[src/hw/rtl/clsp_pkg.sv]
// ----------------------------------------------------------------------------
// clsp_pkg
// Shared constants, codes and controller/datapath interface types for the
// cache lookup block with stream prefetch.
// ----------------------------------------------------------------------------
package clsp_pkg;

   // default geometry, handed to the top level parameters
   localparam int unsigned SETS_DEF       = 16;
   localparam int unsigned WAYS_DEF       = 8;
   localparam int unsigned PREFETCH_DEF   = 4;
   localparam int unsigned ADDR_WIDTH_DEF = 32;

   // fixed field widths
   localparam int unsigned REQ_ADDR_W  = 32;
   localparam int unsigned META_W      = 32;
   localparam int unsigned CNT_W       = 32;
   localparam int unsigned LFSR_W      = 16;
   localparam int unsigned FILLS_W     = 3;
   localparam int unsigned SET_COUNT_W = 5;
   localparam int unsigned WAY_COUNT_W = 4;
   localparam int unsigned POLICY_W    = 3;
   localparam int unsigned CSR_ADDR_W  = 4;
   localparam int unsigned CSR_DATA_W  = 32;
   localparam int unsigned REG_IDX_W   = 2;

   localparam logic [LFSR_W-1:0] LFSR_SEED = 16'hACE1;
   localparam logic [LFSR_W-1:0] LFSR_TAPS = 16'hB400;

   // replacement policy codes
   localparam logic [POLICY_W-1:0] POL_RANDOM = 3'd0;
   localparam logic [POLICY_W-1:0] POL_LRU    = 3'd1;
   localparam logic [POLICY_W-1:0] POL_LFU    = 3'd2;
   localparam logic [POLICY_W-1:0] POL_FIFO   = 3'd3;
   localparam logic [POLICY_W-1:0] POL_LIFO   = 3'd4;
   localparam logic [POLICY_W-1:0] POL_MRU    = 3'd5;

   // register indexes
   localparam logic [REG_IDX_W-1:0] REG_SET_COUNT = 2'd0;
   localparam logic [REG_IDX_W-1:0] REG_WAY_COUNT = 2'd1;
   localparam logic [REG_IDX_W-1:0] REG_POLICY    = 2'd2;

   localparam logic [SET_COUNT_W-1:0] SET_COUNT_RST = 5'd1;
   localparam logic [WAY_COUNT_W-1:0] WAY_COUNT_RST = 4'd8;
   localparam logic [POLICY_W-1:0]    POLICY_RST    = POL_RANDOM;

   typedef struct packed {
      logic load;
      logic mod_step;
      logic lookup_rd;
      logic compare;
      logic scan;
      logic fill;
      logic advance;
      logic finish;
   } clsp_cmd_type;

   typedef struct packed {
      logic mod_last;
      logic hit;
      logic first;
      logic last;
      logic fill_rand;
      logic fill_scan;
      logic fill_direct;
      logic scan_end;
      logic out_free;
   } clsp_stat_type;

endpackage

[src/hw/rtl/clsp_ctrl.sv]
// ----------------------------------------------------------------------------
// clsp_ctrl
// Sequencer: steps one access through set index, lookup, victim choice,
// fill and the prefetch walk, then hands the result to the output register.
// ----------------------------------------------------------------------------
module clsp_ctrl (
   input  logic                   clock,
   input  logic                   reset,
   input  logic                   req_valid,
   output logic                   req_stall,
   output clsp_pkg::clsp_cmd_type cmd,
   input  clsp_pkg::clsp_stat_type stat
);
   import clsp_pkg::*;

   localparam logic [3:0] S_IDLE = 4'd0;
   localparam logic [3:0] S_MOD  = 4'd1;
   localparam logic [3:0] S_RD   = 4'd2;
   localparam logic [3:0] S_CMP  = 4'd3;
   localparam logic [3:0] S_RMOD = 4'd4;
   localparam logic [3:0] S_SCAN = 4'd5;
   localparam logic [3:0] S_FILL = 4'd6;
   localparam logic [3:0] S_NEXT = 4'd7;
   localparam logic [3:0] S_DONE = 4'd8;

   logic [3:0] state_ff;
   logic [3:0] state_in;

   always_comb begin
      cmd      = '0;
      state_in = state_ff;
      case (state_ff)
         S_IDLE: begin
            if (req_valid) begin
               cmd.load = 1'b1;
               state_in = S_MOD;
            end
         end
         S_MOD: begin
            cmd.mod_step = 1'b1;
            if (stat.mod_last) state_in = S_RD;
         end
         S_RD: begin
            cmd.lookup_rd = 1'b1;
            state_in      = S_CMP;
         end
         S_CMP: begin
            cmd.compare = 1'b1;
            if (stat.hit && stat.first) state_in = S_DONE;
            else if (stat.hit || stat.first) state_in = S_NEXT;
            else if (stat.fill_rand) state_in = S_RMOD;
            else if (stat.fill_scan) state_in = S_SCAN;
            else if (stat.fill_direct) state_in = S_FILL;
            else state_in = S_NEXT;
         end
         S_RMOD: begin
            cmd.mod_step = 1'b1;
            if (stat.mod_last) state_in = S_FILL;
         end
         S_SCAN: begin
            if (stat.scan_end) state_in = S_FILL;
            else cmd.scan = 1'b1;
         end
         S_FILL: begin
            cmd.fill = 1'b1;
            state_in = S_NEXT;
         end
         S_NEXT: begin
            if (stat.last) begin
               state_in = S_DONE;
            end else begin
               cmd.advance = 1'b1;
               state_in    = S_RD;
            end
         end
         S_DONE: begin
            if (stat.out_free) begin
               cmd.finish = 1'b1;
               state_in   = S_IDLE;
            end
         end
         default: state_in = S_IDLE;
      endcase
   end

   always_ff @(posedge clock) begin
      if (reset) state_ff <= S_IDLE;
      else state_ff <= state_in;
   end

   assign req_stall = (state_ff != S_IDLE);

endmodule

[config.mk]
export PLATFORM = sky130hd
export DESIGN_NAME = clsp_ctrl
export DESIGN_NICKNAME = d
export VERILOG_FILES = /design/src/hw/rtl/clsp_pkg.sv /design/src/hw/rtl/clsp_ctrl.sv
export SDC_FILE = /design/constraint.sdc
export NUM_CORES = 1
export LEC_CHECK = 0
export BUFFER_PORTS_ARGS = -buffer_cell sky130_fd_sc_hd__buf_2
export CORE_AREA = 2 2 39 41
export CTS_CLUSTER_DIAMETER = 200
export DETAILED_ROUTE_END_ITERATION = 6
export DIE_AREA = 0 0 41 43
export SLEW_MARGIN = 20
export SYNTH_ARGS = -nofsm -noshare
export SYNTH_HDL_FRONTEND = slang
export SYNTH_SLANG_ARGS = --single-unit
[constraint.sdc]
create_clock -name clock -period 1.95 [get_ports clock]
set_clock_uncertainty 0.1 [all_clocks]
set_input_delay 0.39 -clock clock [delete_from_list [all_inputs] [get_ports clock]]
set_output_delay 0.39 -clock clock [all_outputs]
set_load 0.1 [all_outputs]
== After elaboration in Yosys (flattened, before gate mapping) ==
Cells that the tools add are included.

* Register bits after elaboration: 4
* Output and inout port bits: 9

* Equality and inequality tests: 13
* Muxes and demuxes: 24
* Reductions and logical operators: 6

{| class="wikitable"
|+ Operators with widths
! cell !! number
|-
| two-way mux 4 bit || 10
|-
| case mux 4 bit (9 select lines) || 1
|-
| == test 4 x 3 -> 1 bit (second input constant) || 4
|-
| two-way mux 1 bit || 13
|-
| != test 2 bit (second input constant) || 5
|-
| == test 4 x 2 -> 1 bit (second input constant) || 2
|-
| AND reduction 5 bit || 1
|-
| == test 4 x 1 -> 1 bit (second input constant) || 1
|-
| == test 4 bit (second input constant) || 1
|-
| zero test 4 bit || 1
|-
| nonzero test 4 bit || 1
|-
| OR reduction 2 bit || 1
|-
| logical AND 1 bit || 1
|-
| logical OR 1 bit || 1
|}

== Logic depth before layout (Yosys ltp) ==
Gate-level depths: netlist of the first run.

* Word-level depth: 6
* Depth in mapped cells: 5
* Gate-level depth less buffers: 4

== Worst setup path after synthesis of the first run ==
OpenSTA, ideal clock, no wires.

* Path type: register -> output
* Start: register state_ff[2]
* End: output cmd[3] (netlist name)
* Arrival time: 3.499 ns
* Slack: -2.039 ns
* Cell stages (with the launch flop): 4
* Path through: dfxtp_1 > buf_2 > nand2_1 > nor4_1

{| class="wikitable"
|+ RTL lines
! element !! line !! text
|-
| start, declared || clsp_ctrl.sv:26 || <nowiki>logic [3:0] state_ff;</nowiki>
|-
| start signal, assigned || clsp_ctrl.sv:88 || <nowiki>else state_ff <= state_in;</nowiki>
|-
| end, declared || clsp_ctrl.sv:11 || <nowiki>output clsp_pkg::clsp_cmd_type cmd,</nowiki>
|}

==> summary.txt, run 1 <==
Run status
  • Status: completed

STA
  • Final hold viol count: 0
  • RSZ-0062 raised after global routing: no
  • Slew Viols, Final: 0
  • Worst-margin pin slew: between 400 and 500 ps
  • Final period utilization: a little over nine tenths
  • Setup TNS: 0 ps
  • Final setup fails: 0
  • Slew headroom: between 60% and 70%
  • Max Clk Rate: between 0.5 and 0.6 GHz
  • Fin crit period: between 1500 and 2000 ps

Die
  • Initial core utilization: a little over a quarter
  • Die height: approximately 43 µm
  • Io pins: 21
  • Row count: 14
  • Core box area: between 1000 and 1500 µm²
  • Die W: approximately 41 µm
  • Die area: around 1800 µm²

Synth
  • FF+latch count, synth: 4
  • Post-synth EDFFs: 0
  • Mapped Area: roughly 380 µm²
  • Adder-cell share of the synthesized area: 0%
  • Synth Area in Compound Gates: 30.9%
  • Post-Syn Nets: 63
  • Ys Warns: 0
  • Synth unique cells: 26
  • Synth top cells by count: 6 x nor2_1, 5 x nand2_1, 4 x a21oi_1, 4 x dfxtp_1, 4 x nor3_1
  • Synth top area share: 21.3%
  • Main flop type after synthesis: dfxtp_1
  • Top-count cell post-synth: nor2_1
  • Post-synthesis simple-gate area fraction: between 30 and 40%
  • Post-Synthesis Cells: 51
  • Post-synthesis xor/xnor area fraction: 2.33%
  • Multiplexer share of the synthesized area: 2.66%
  • Sequential-to-total area share from yosys stat: a little over a fifth
  • Syn avg cell area: about 7.4 µm²
  • Dominant cells by area after synthesis: dfxtp_1 21%, a2111oi_4 7.3%, nor2_1 6.0%
  • Synth area leader: dfxtp_1
  • Largest family of logic cells by synthesized area: simple AND/OR/NAND/NOR gates
  • Synth async-reset ratio: 0%

Worst hold path
  • Type of the tightest min-delay check: primary input to register

Cells and area
  • Non-filler cells, final: 88
  • Final core utilization: 53.0%
  • Largest regs: state_ff (4)
  • Biggest register: state_ff
  • Area Overhead vs Synth: 94.7%
  • Layout cell share with drive strength beyond 1: a little under three fifths
  • Max FFs per register: 4
  • Number of antenna diodes: 0
  • Post-layout nets: 85

Routing
  • Detailed Route Iter0 Violations: 10
  • Routed Antenna Nets: 0
  • DRT Pass-1 Iters: 4
  • WL/cell: approximately 11 µm
  • # DRC: 0
  • Vias: 440
  • WL final: ~960 µm
  • Via/cell ratio: about 5.0

Critical path
  • CP Data Arrival Time: around 1300 ps
  • Crit path capture type: primary output
  • Worst setup SP type: register
  • Crit Path Max Fanout: 14
  • CP required: 1460 ps
  • Crit Path Category: register to primary output

Power and ir drop
  • Static Leak: around 0.27 nW
  • Maximum VDD drop: 0.000549 V
  • Sequential Power Share: roughly a fifth
  • Total Power: around 0.65 mW
  • P_int: roughly 0.33 mW
  • Combinational power share: a little over three fifths
  • Clock share of power: 16.8%
  • Sw frac: 49.4%
  • P_sw: around 0.32 mW
  • Pwr/cell area: about 900 nW/µm²

Placed design
  • HPWL Detailed: 779 µm
  • I/O Buffers: 20
  • DP Cell Count: 84
  • Final GP Congestion: approximately 0.67

Clock tree
  • Worst-path clk slew: roughly 40 ps
  • Htree depth: 1
  • CTS tree: built
  • Clock buffer depth: 2
  • Num CTS Buffers: 3
  • Root Buffer Master: clkbuf_4
  • CTS sink count: 4
  • Clock latency at the later pin of the worst-skew pair: 230 ps

GRT
  • GRT Overall Usage: roughly an eighth
  • Total grt overflow: 0
  • Largest net degree at the start of global routing: 16
  • First-pass GRT wire length: around 1600 µm
  • Initial antenna violation count: 0
  • Vias in the first global route: 390

Flow run
  • Max-cap violation count: 0
## final timing paths
| check | start | to | slack, ps | cells after the start |
|---|---|---|---|---|
| worst min register to register | state_ff[0]$_SDFFE_PP0P_ | state_ff[0]$_SDFFE_PP0P_ | 490 | 2 |
| worst min-delay path | reset | state_ff[3]$_SDFFE_PP0P_ | 270 | 2 |
| worst max-delay path | state_ff[3]$_SDFFE_PP0P_ | cmd[2] | 120 | 3 |
| worst max register to register | state_ff[0]$_SDFFE_PP0P_ | state_ff[1]$_SDFFE_PP0P_ | 370 | 4 |
## power groups by stage
stage / combinational (mW) / clock (mW) / sequential (mW)
after floorplan: 0.319 / 0 / 0.0976
after global placement: 0.410 / 0 / 0.126
after detailed placement: 0.411 / 0 / 0.129
after CTS: 0.412 / 0.115 / 0.130
after global routing: 0.430 / 0.123 / 0.132
final: 0.408 / 0.109 / 0.129
## per-layer routing
metal	up-vias	GRT usage [%]	wire, µm	part of all wire (%)
li1	230	-	-	-
met1	197	17.1	455	47
met2	13	18.4	464	48
met3	0	3.14	43	4.5
met4	0	6.00	0	0
met5	-	0	0	0
## metrics by stage
step / setup WS, ps / area (µm²) / hold WS, ps
global placement: 210 / 704 / 501
detailed placement: 165 / 704 / 508
floorplan: -112 / 489 / 353
CTS: 98.6 / 733 / 257
global route: 30.5 / 733 / 274
finish: 117 / 733 / 267
## worst max-delay path: stages, from the launching register on
cell and delay [ps]:
dfxtp_2 610, nor2_2 100, and3_1 230, buf_12 170
## cell families (layout without fill, tap and decap cells)
logic type | Yosys count | count (layout)
AO/OA/AOI/OAI | 13 | 13
XOR/XNOR | 1 | 1
buffers and inverters | 8 | 29
flip-flops | 4 | 4
multiplexers | 1 | 1
AND/OR/NAND/NOR | 24 | 24
## layout make-up
type / instances / area [µm²]
Fill cell: 124 / 651
Sequential cell: 4 / 87.6
Timing Repair Buffer: 21 / 243
Inverter: 4 / 15.0
Multi-Input combinational cell: 39 / 342
Tap cell: 16 / 20.0
Clock buffer: 4 / 26.3
## repair_timing
item | in CTS | in global routing
gates resized for setup | 2 | 0
buffers inserted | 0 | 0
hold buffers | 0 | 0
setup endpoints to repair | 3 | 0
## cell usage in the layout, fill, tap and decap left out, types with 2 or more instances in the layout
cell      count
nor4_4        2
nand2_1       3
nor3_4        3
a21oi_1       4
o21ai_0       2
buf_12        9
clkbuf_4      3
a211o_1       2
dfxtp_2       3
inv_1         3
buf_2        11
nor2_1        4
(Power assumes the default switching activity.)
==> run 2, diff against run 1 <==
--- a/config.mk
+++ b/config.mk
@@ -6,10 +6,15 @@
 export NUM_CORES = 1
 export LEC_CHECK = 0
 export BUFFER_PORTS_ARGS = -buffer_cell sky130_fd_sc_hd__buf_2
-export CORE_AREA = 2 2 39 41
+export CELL_PAD_IN_SITES_DETAIL_PLACEMENT = 1
+export CELL_PAD_IN_SITES_GLOBAL_PLACEMENT = 2
+export CORE_MARGIN = 1.5
+export CORE_UTILIZATION = 20
+export CTS_BUF_LIST = sky130_fd_sc_hd__clkbuf_16
 export CTS_CLUSTER_DIAMETER = 200
 export DETAILED_ROUTE_END_ITERATION = 6
-export DIE_AREA = 0 0 41 43
+export MAX_ROUTING_LAYER = met4
+export PLACE_DENSITY_LB_ADDON = 0.1
 export SLEW_MARGIN = 20
 export SYNTH_ARGS = -nofsm -noshare
 export SYNTH_HDL_FRONTEND = slang
==> run 2 against run 1 <==
- register-to-register slack better by 30 ps
- cell area up 11%
- global-route usage up 0.36 points
- sequential cell count unchanged
- power up 36%
- routed wire length up 26%
- sequential power about the same
- combinational power up 4%
- sequential share of layout area down 1.2 points
- first-iteration DRC count down 30%
- non-clock buffer count up 2
==> summary.txt, run 2 (synthesis results as in run 1) <==
Critical path
  • Reg2reg start: state_ff[1]$_SDFFE_PP0P_
  • CP required: 1460 ps (about the same)
  • Crit Path Category: register to primary output
  • Crit path capture type: primary output
  • Crit path launch: state_ff[1]$_SDFFE_PP0P_
  • Worst setup SP type: register
  • Crit Path Max Fanout: 9 (-5)
  • CP Data Arrival Time: 1320 ps (-20 ps)

Die
  • Die height: 46.4 µm (+7.9%)
  • Die W: 46.4 µm (+13%)
  • Initial core utilization: 21.6% (-5.6 points)
  • Die area: 2150 µm² (+22%)
  • Core box area: 1750 µm² (+26%)
  • Row count: 15 (+1)
  • Io pins: 21 (unchanged)

Routing
  • DRT Pass-1 Iters: 4 (unchanged)
  • Routed Antenna Nets: 0 (unchanged)
  • Detailed Route Iter0 Violations: 7 (-3)
  • WL/cell: 12.2 µm (+12%)
  • Via/cell ratio: 4.68 (-6.5%)
  • Vias: 463 (+5.2%)
  • # DRC: 0 (unchanged)
  • WL final: 1210 µm (+26%)

STA
  • Max Clk Rate: 0.553 GHz (+1.5%)
  • Worst-margin pin slew: 294 ps (-166 ps)
  • Slew headroom: 80.4% (+11 points)
  • Final hold viol count: 0 (unchanged)
  • Final period utilization: 92.7% (-1.3 points)
  • Setup TNS: 0 ps (unchanged)
  • Final setup margin: 143 ps (+26.3 ps)
  • Slew Viols, Final: 0 (unchanged)
  • RSZ-0062 raised after global routing: no
  • Final setup fails: 0 (unchanged)
  • Fin crit period: 1810 ps (-26.3 ps)

Clock tree
  • Clock latency at the later pin of the worst-skew pair: 220 ps (about the same)
  • CTS tree: built
  • CTS sink count: 4 (unchanged)
  • Num CTS Buffers: 3 (unchanged)
  • Post-CTS Setup Inserts: 0 (unchanged)
  • Hold-fix buffers, CTS: 0 (unchanged)
  • Post_cts resized: 2 (unchanged)
  • Worst-path clk slew: 30 ps (about the same)
  • Clock buffer depth: 2 (unchanged)
  • Htree depth: 1 (unchanged)
  • Root Buffer Master: clkbuf_16

Cells and area
  • Area Overhead vs Synth: 116%
  • Post-layout nets: 87 (+2.4%)
  • Biggest register: state_ff
  • Design area: 812 µm² (+11%)
  • Layout cell share with drive strength beyond 1: 58.1% (+1.2 points)
  • Max FFs per register: 4 (unchanged)
  • Largest regs: state_ff (4)
  • Most frequent cells in the layout: 11 x buf_2, 9 x buf_12, 4 x inv_1, 4 x nor2_1, 4 x a21oi_1
  • Commonest non-fill, non-tap cell in the layout: buf_2
  • Number of antenna diodes: 0 (unchanged)

Power and ir drop
  • Maximum VDD drop: 0.000735 V (+34%)
  • Sequential Power Share: 14.5% (-5.4 points)
  • Pwr/cell area: 1080 nW/µm² (+22%)
  • Sw frac: 40.5% (-8.9 points)
  • P_int: 0.521 mW (+59%)
  • Combinational power share: 48.4% (-15 points)
  • P_sw: 0.354 mW (+11%)
  • Clock share of power: 37.1% (+20 points)
  • Static Leak: 0.303 nW (+14%)

Placed design
  • Final GP Congestion: 0.720 (+7.5%)
  • Post-place setup slack: 194 ps (+28.9 ps)
  • HPWL Detailed: 986 µm (+27%)
  • I/O Buffers: 20 (unchanged)
  • Cell Area, Placed: 731 µm² (+3.7%)

GRT
  • Total grt overflow: 0 (unchanged)
  • Initial antenna violation count: 0 (unchanged)
  • Vias in the first global route: 446 (+14%)
  • Largest net degree at the start of global routing: 16 (unchanged)
  • GRT Overall Usage: 13.1% (+0.36 points)
  • First-pass GRT wire length: 1910 µm (+22%)

Run status
  • Status: completed

Worst hold path
  • HP Start: reset
  • Type of the tightest min-delay check: primary input to register

Flow run
  • Max-cap violation count: 0 (unchanged)
[run 2: cell count changes in the layout (fill, tap and decap cells not counted), sizes merged]
cell / previous run / this run
buf: 21 / 23
clkbuf: 4 / 3
inv: 4 / 5
[run 2: power groups by stage]
stage	logic (mW)	clock network [mW]	registers, mW
5_1_grt	0.443	0.338	0.129
6_report	0.424	0.325	0.127
3_3_place_gp	0.426	0	0.126
3_5_place_dp	0.428	0	0.126
2_1_floorplan	0.319	0	0.0976
4_1_cts	0.428	0.331	0.127
[run 2: metal layers]
metal | vias up | wire [µm] | part of all wire, % | track usage, %
met4 | 0 | 11 | 0.91 | 5.14
li1 | 231 | - | - | -
met3 | 2 | 44 | 3.6 | 2.35
met5 | - | 0 | 0 | -
met2 | 14 | 613 | 51 | 20.8
met1 | 216 | 542 | 45 | 16.3
[run 2: area by class of cell]
| cell class | instances | area (µm²) |
|---|---|---|
| Tap cell | 25 | 31.3 |
| Clock buffer | 3 | 75.1 |
| Timing Repair Buffer | 23 | 258 |
| Clock inverter | 1 | 3.75 |
| Multi-Input combinational cell | 39 | 342 |
| Fill cell | 202 | 933 |
| Sequential cell | 4 | 87.6 |
| Inverter | 4 | 15.0 |
[run 2: worst paths after layout]
| check | endpoint | slack [ps] | cells past startpoint |
|---|---|---|---|
| setup reg to reg | state_ff[1]$_SDFFE_PP0P_ | 400 | 4 |
| setup / recovery | cmd[1] | 140 | 3 |
| hold reg to reg | state_ff[0]$_SDFFE_PP0P_ | 470 | 2 |
| hold / removal | state_ff[2]$_SDFFE_PP0P_ | 270 | 2 |
[run 2: critical path, stage by stage, from the launching register on]
cell and delay [ps]:
dfxtp_2 450, nand2_2 180, nor3_4 250, buf_12 200
[run 2: per-stage QoR]
| step | hold WS, ps | util, % | cells | total power, mW |
|---|---|---|---|---|
| after global routing | 278 | 46.5 | 99 | 0.910 |
| after floorplan | 353 | - | 51 | 0.416 |
| after global placement | 509 | 41.9 | 95 | 0.552 |
| after detailed placement | 509 | 41.9 | 95 | 0.553 |
| after CTS | 274 | 46.5 | 99 | 0.886 |
| final | 275 | 46.5 | 99 | 0.875 |
==> run 3, diff against run 2 <==
--- a/config.mk
+++ b/config.mk
@@ -9,12 +9,13 @@
 export CELL_PAD_IN_SITES_DETAIL_PLACEMENT = 1
 export CELL_PAD_IN_SITES_GLOBAL_PLACEMENT = 2
 export CORE_MARGIN = 1.5
-export CORE_UTILIZATION = 20
+export CORE_UTILIZATION = 22
 export CTS_BUF_LIST = sky130_fd_sc_hd__clkbuf_16
 export CTS_CLUSTER_DIAMETER = 200
 export DETAILED_ROUTE_END_ITERATION = 6
 export MAX_ROUTING_LAYER = met4
 export PLACE_DENSITY_LB_ADDON = 0.1
+export RECOVER_POWER = 50
 export SLEW_MARGIN = 20
 export SYNTH_ARGS = -nofsm -noshare
 export SYNTH_HDL_FRONTEND = slang
==> constraint.sdc (replaced) <==
create_clock -name clock -period 2.14 [get_ports clock]
set_clock_uncertainty 0.1 [all_clocks]
set_input_delay 0.428 -clock clock [delete_from_list [all_inputs] [get_ports clock]]
set_output_delay 0.428 -clock clock [all_outputs]
set_load 0.1 [all_outputs]
==> run 3 against run 2 <==
- clock power down 13%
- sequential cell count is the same
- die area shrank 8.5%
- combinational power fell by 20%
- largest cell class unchanged
- first-iteration DRC count is 29% higher
- clock-buffer cell count unchanged
- sequential share of layout area up 0.080 points
- sequential power down 13%
- critical path depth stayed put
- core utilization up 0.75 points
==> summary.txt, run 3 (synthesis results as in run 1) <==
Run status
  • Status: completed

Routing
  • WL/cell: 12.2 µm (-0.54%)
  • Wire length on met3: 25 µm (-43%)
  • WL final: 1100 µm (-9.6%)
  • Detailed Route Iter0 Violations: 9 (+2)
  • Highest layer used for signal routing: met3
  • Vias: 448 (-3.2%)
  • Routed Antenna Nets: 0 (unchanged)
  • DRT Pass-1 Iters: 5 (+1)
  • Routed met2 length: 517 µm (-16%)
  • Met1 WL: 552 µm (+1.8%)
  • # DRC: 0 (unchanged)
  • Via/cell ratio: 4.98 (+6.4%)

Clock tree
  • CTS sink count: 4 (unchanged)
  • Worst-path clk slew: 30 ps (about the same)
  • Post_cts resized: 0 (-2)
  • Htree depth: 1 (unchanged)
  • Root Buffer Master: clkbuf_16
  • CTS tree: built
  • Num CTS Buffers: 3 (unchanged)
  • Hold-fix buffers, CTS: 0 (unchanged)
  • Post-CTS Setup Inserts: 0 (unchanged)
  • Clock latency at the later pin of the worst-skew pair: 220 ps (about the same)
  • Clock buffer depth: 2 (unchanged)

Die
  • Row count: 14 (-1)
  • Die area: 1970 µm² (-8.5%)
  • Initial core utilization: 24.2% (+2.6 points)
  • Io pins: 21 (unchanged)
  • Die W: 44.4 µm (-4.4%)
  • Die height: 44.4 µm (-4.4%)
  • Core box area: 1560 µm² (-11%)

STA
  • Final setup fails: 0 (unchanged)
  • Fin crit period: roughly 2000 ps
  • RSZ-0062 raised after global routing: no
  • Final hold viol count: 0 (unchanged)
  • Worst-margin pin slew: 483 ps (+190 ps)
  • Max Clk Rate: 0.490 GHz
  • Slew headroom: 68.0% (-12 points)
  • Setup TNS: 0 ps (unchanged)
  • Slew Viols, Final: 0 (unchanged)
  • Final period utilization: between 90% and 100%

Cells and area
  • Post-layout nets: 88 (+1.1%)
  • Number of antenna diodes: 0 (unchanged)
  • Most frequent cells in the layout: 12 x buf_2, 6 x buf_12, 5 x nor2_1
  • Largest regs: state_ff (4)
  • Area Overhead vs Synth: 95.7%
  • Final core utilization: 47.3% (+0.75 points)
  • Biggest register: state_ff
  • Design area: 737 µm² (-9.2%)
  • Max FFs per register: 4 (unchanged)
  • Layout cell share with drive strength beyond 1: 48.6% (-9.5 points)
  • Commonest non-fill, non-tap cell in the layout: buf_2
  • Fillcell total: 181 (-10%)

Power and ir drop
  • Static Leak: 0.287 nW (-5.3%)
  • Maximum VDD drop: 0.000782 V (+6.3%)
  • Pwr/cell area: 998 nW/µm² (-7.4%)

Critical path
  • Crit Path Category: register to primary output
  • CP Data Arrival Time: 1510 ps (+190 ps)
  • Crit Path Max Fanout: 10 (+1)
  • Max incr delay on CP: 420 ps (-30 ps)
  • CP cell instances: nor2_1 > and3_1 > buf_2
  • CP required: 1610 ps (+150 ps)
  • Crit-path slowest cell: dfxtp_1
  • Delay-heaviest family, CP: simple AND/OR/NAND/NOR gates
  • Crit path capture type: primary output
  • Buf/Inv on CP: 1 (unchanged)
  • Worst setup SP type: register

GRT
  • First-pass GRT wire length: 1840 µm (-3.6%)
  • GRT Overall Usage: 13.5% (+0.40 points)
  • Largest net degree at the start of global routing: 14 (-2)
  • Total grt overflow: 0 (unchanged)
  • Vias in the first global route: 438 (-1.8%)
  • Initial antenna violation count: 0 (unchanged)

Flow run
  • Max-cap violation count: 0 (unchanged)

Placed design
  • HPWL Detailed: 925 µm (-6.2%)
  • I/O Buffers: 20 (unchanged)
  • Cell Area, Placed: 701 µm² (-4.1%)
  • Final GP Congestion: 0.751 (+4.2%)

Worst hold path
  • Type of the tightest min-delay check: primary input to register
## run 3: final cells by class
type | count | area [µm²] | share of cell area (%)
Clock buffer | 3 | 75.1 | 10.2
Inverter | 4 | 15.0 | 2.04
Multi-Input combinational cell | 39 | 325 | 44.1
Sequential cell | 4 | 80.1 | 10.9
Tap cell | 16 | 20.0 | 2.72
Timing Repair Buffer | 24 | 221 | 30.1
## run 3: where the power goes
part | switching, mW | internal, mW | total [mW]
Combinational | 0.231 | 0.110 | 0.341
Clock | 0.0461 | 0.238 | 0.284
Sequential | 0.0263 | 0.0838 | 0.110
## run 3: routing by layer
metal | vias to the layer above | GRT usage (%)
li1 | 230 | -
met1 | 208 | 17.6
met2 | 10 | 19.7
met3 | 0 | 2.45
met4 | 0 | 7.27
met5 | - | -
## run 3: path summary, 6_finish.rpt
check / start / to / slack [ps] / cells past startpoint
worst max-delay path: state_ff[0]$_SDFFE_PP0P_ / cmd[2] / 100 / 3
worst min-delay path: reset / state_ff[3]$_SDFFE_PP0P_ / 320 / 2
worst max register to register: state_ff[1]$_SDFFE_PP0P_ / state_ff[1]$_SDFFE_PP0P_ / 310 / 4
worst min register to register: state_ff[2]$_SDFFE_PP0P_ / state_ff[0]$_SDFFE_PP0P_ / 600 / 3
## run 3: per-stage QoR
stage | hold WS, ps | total power [mW] | setup slack, ps | std cells
2_1_floorplan | 400 | 0.373 | -104 | 51
3_3_place_gp | 552 | 0.494 | 276 | 87
3_5_place_dp | 547 | 0.495 | 256 | 87
4_1_cts | 315 | 0.787 | 16.1 | 90
5_1_grt | 332 | 0.771 | 18.3 | 90
6_report | 318 | 0.736 | 98.6 | 90
## run 3: worst register-to-register path: stages, from the launching register on
cell       delay [ps]
dfxtp_1           570
nand2_2           220
a2111oi_2         510
a21oi_1           150
nor3b_1           200
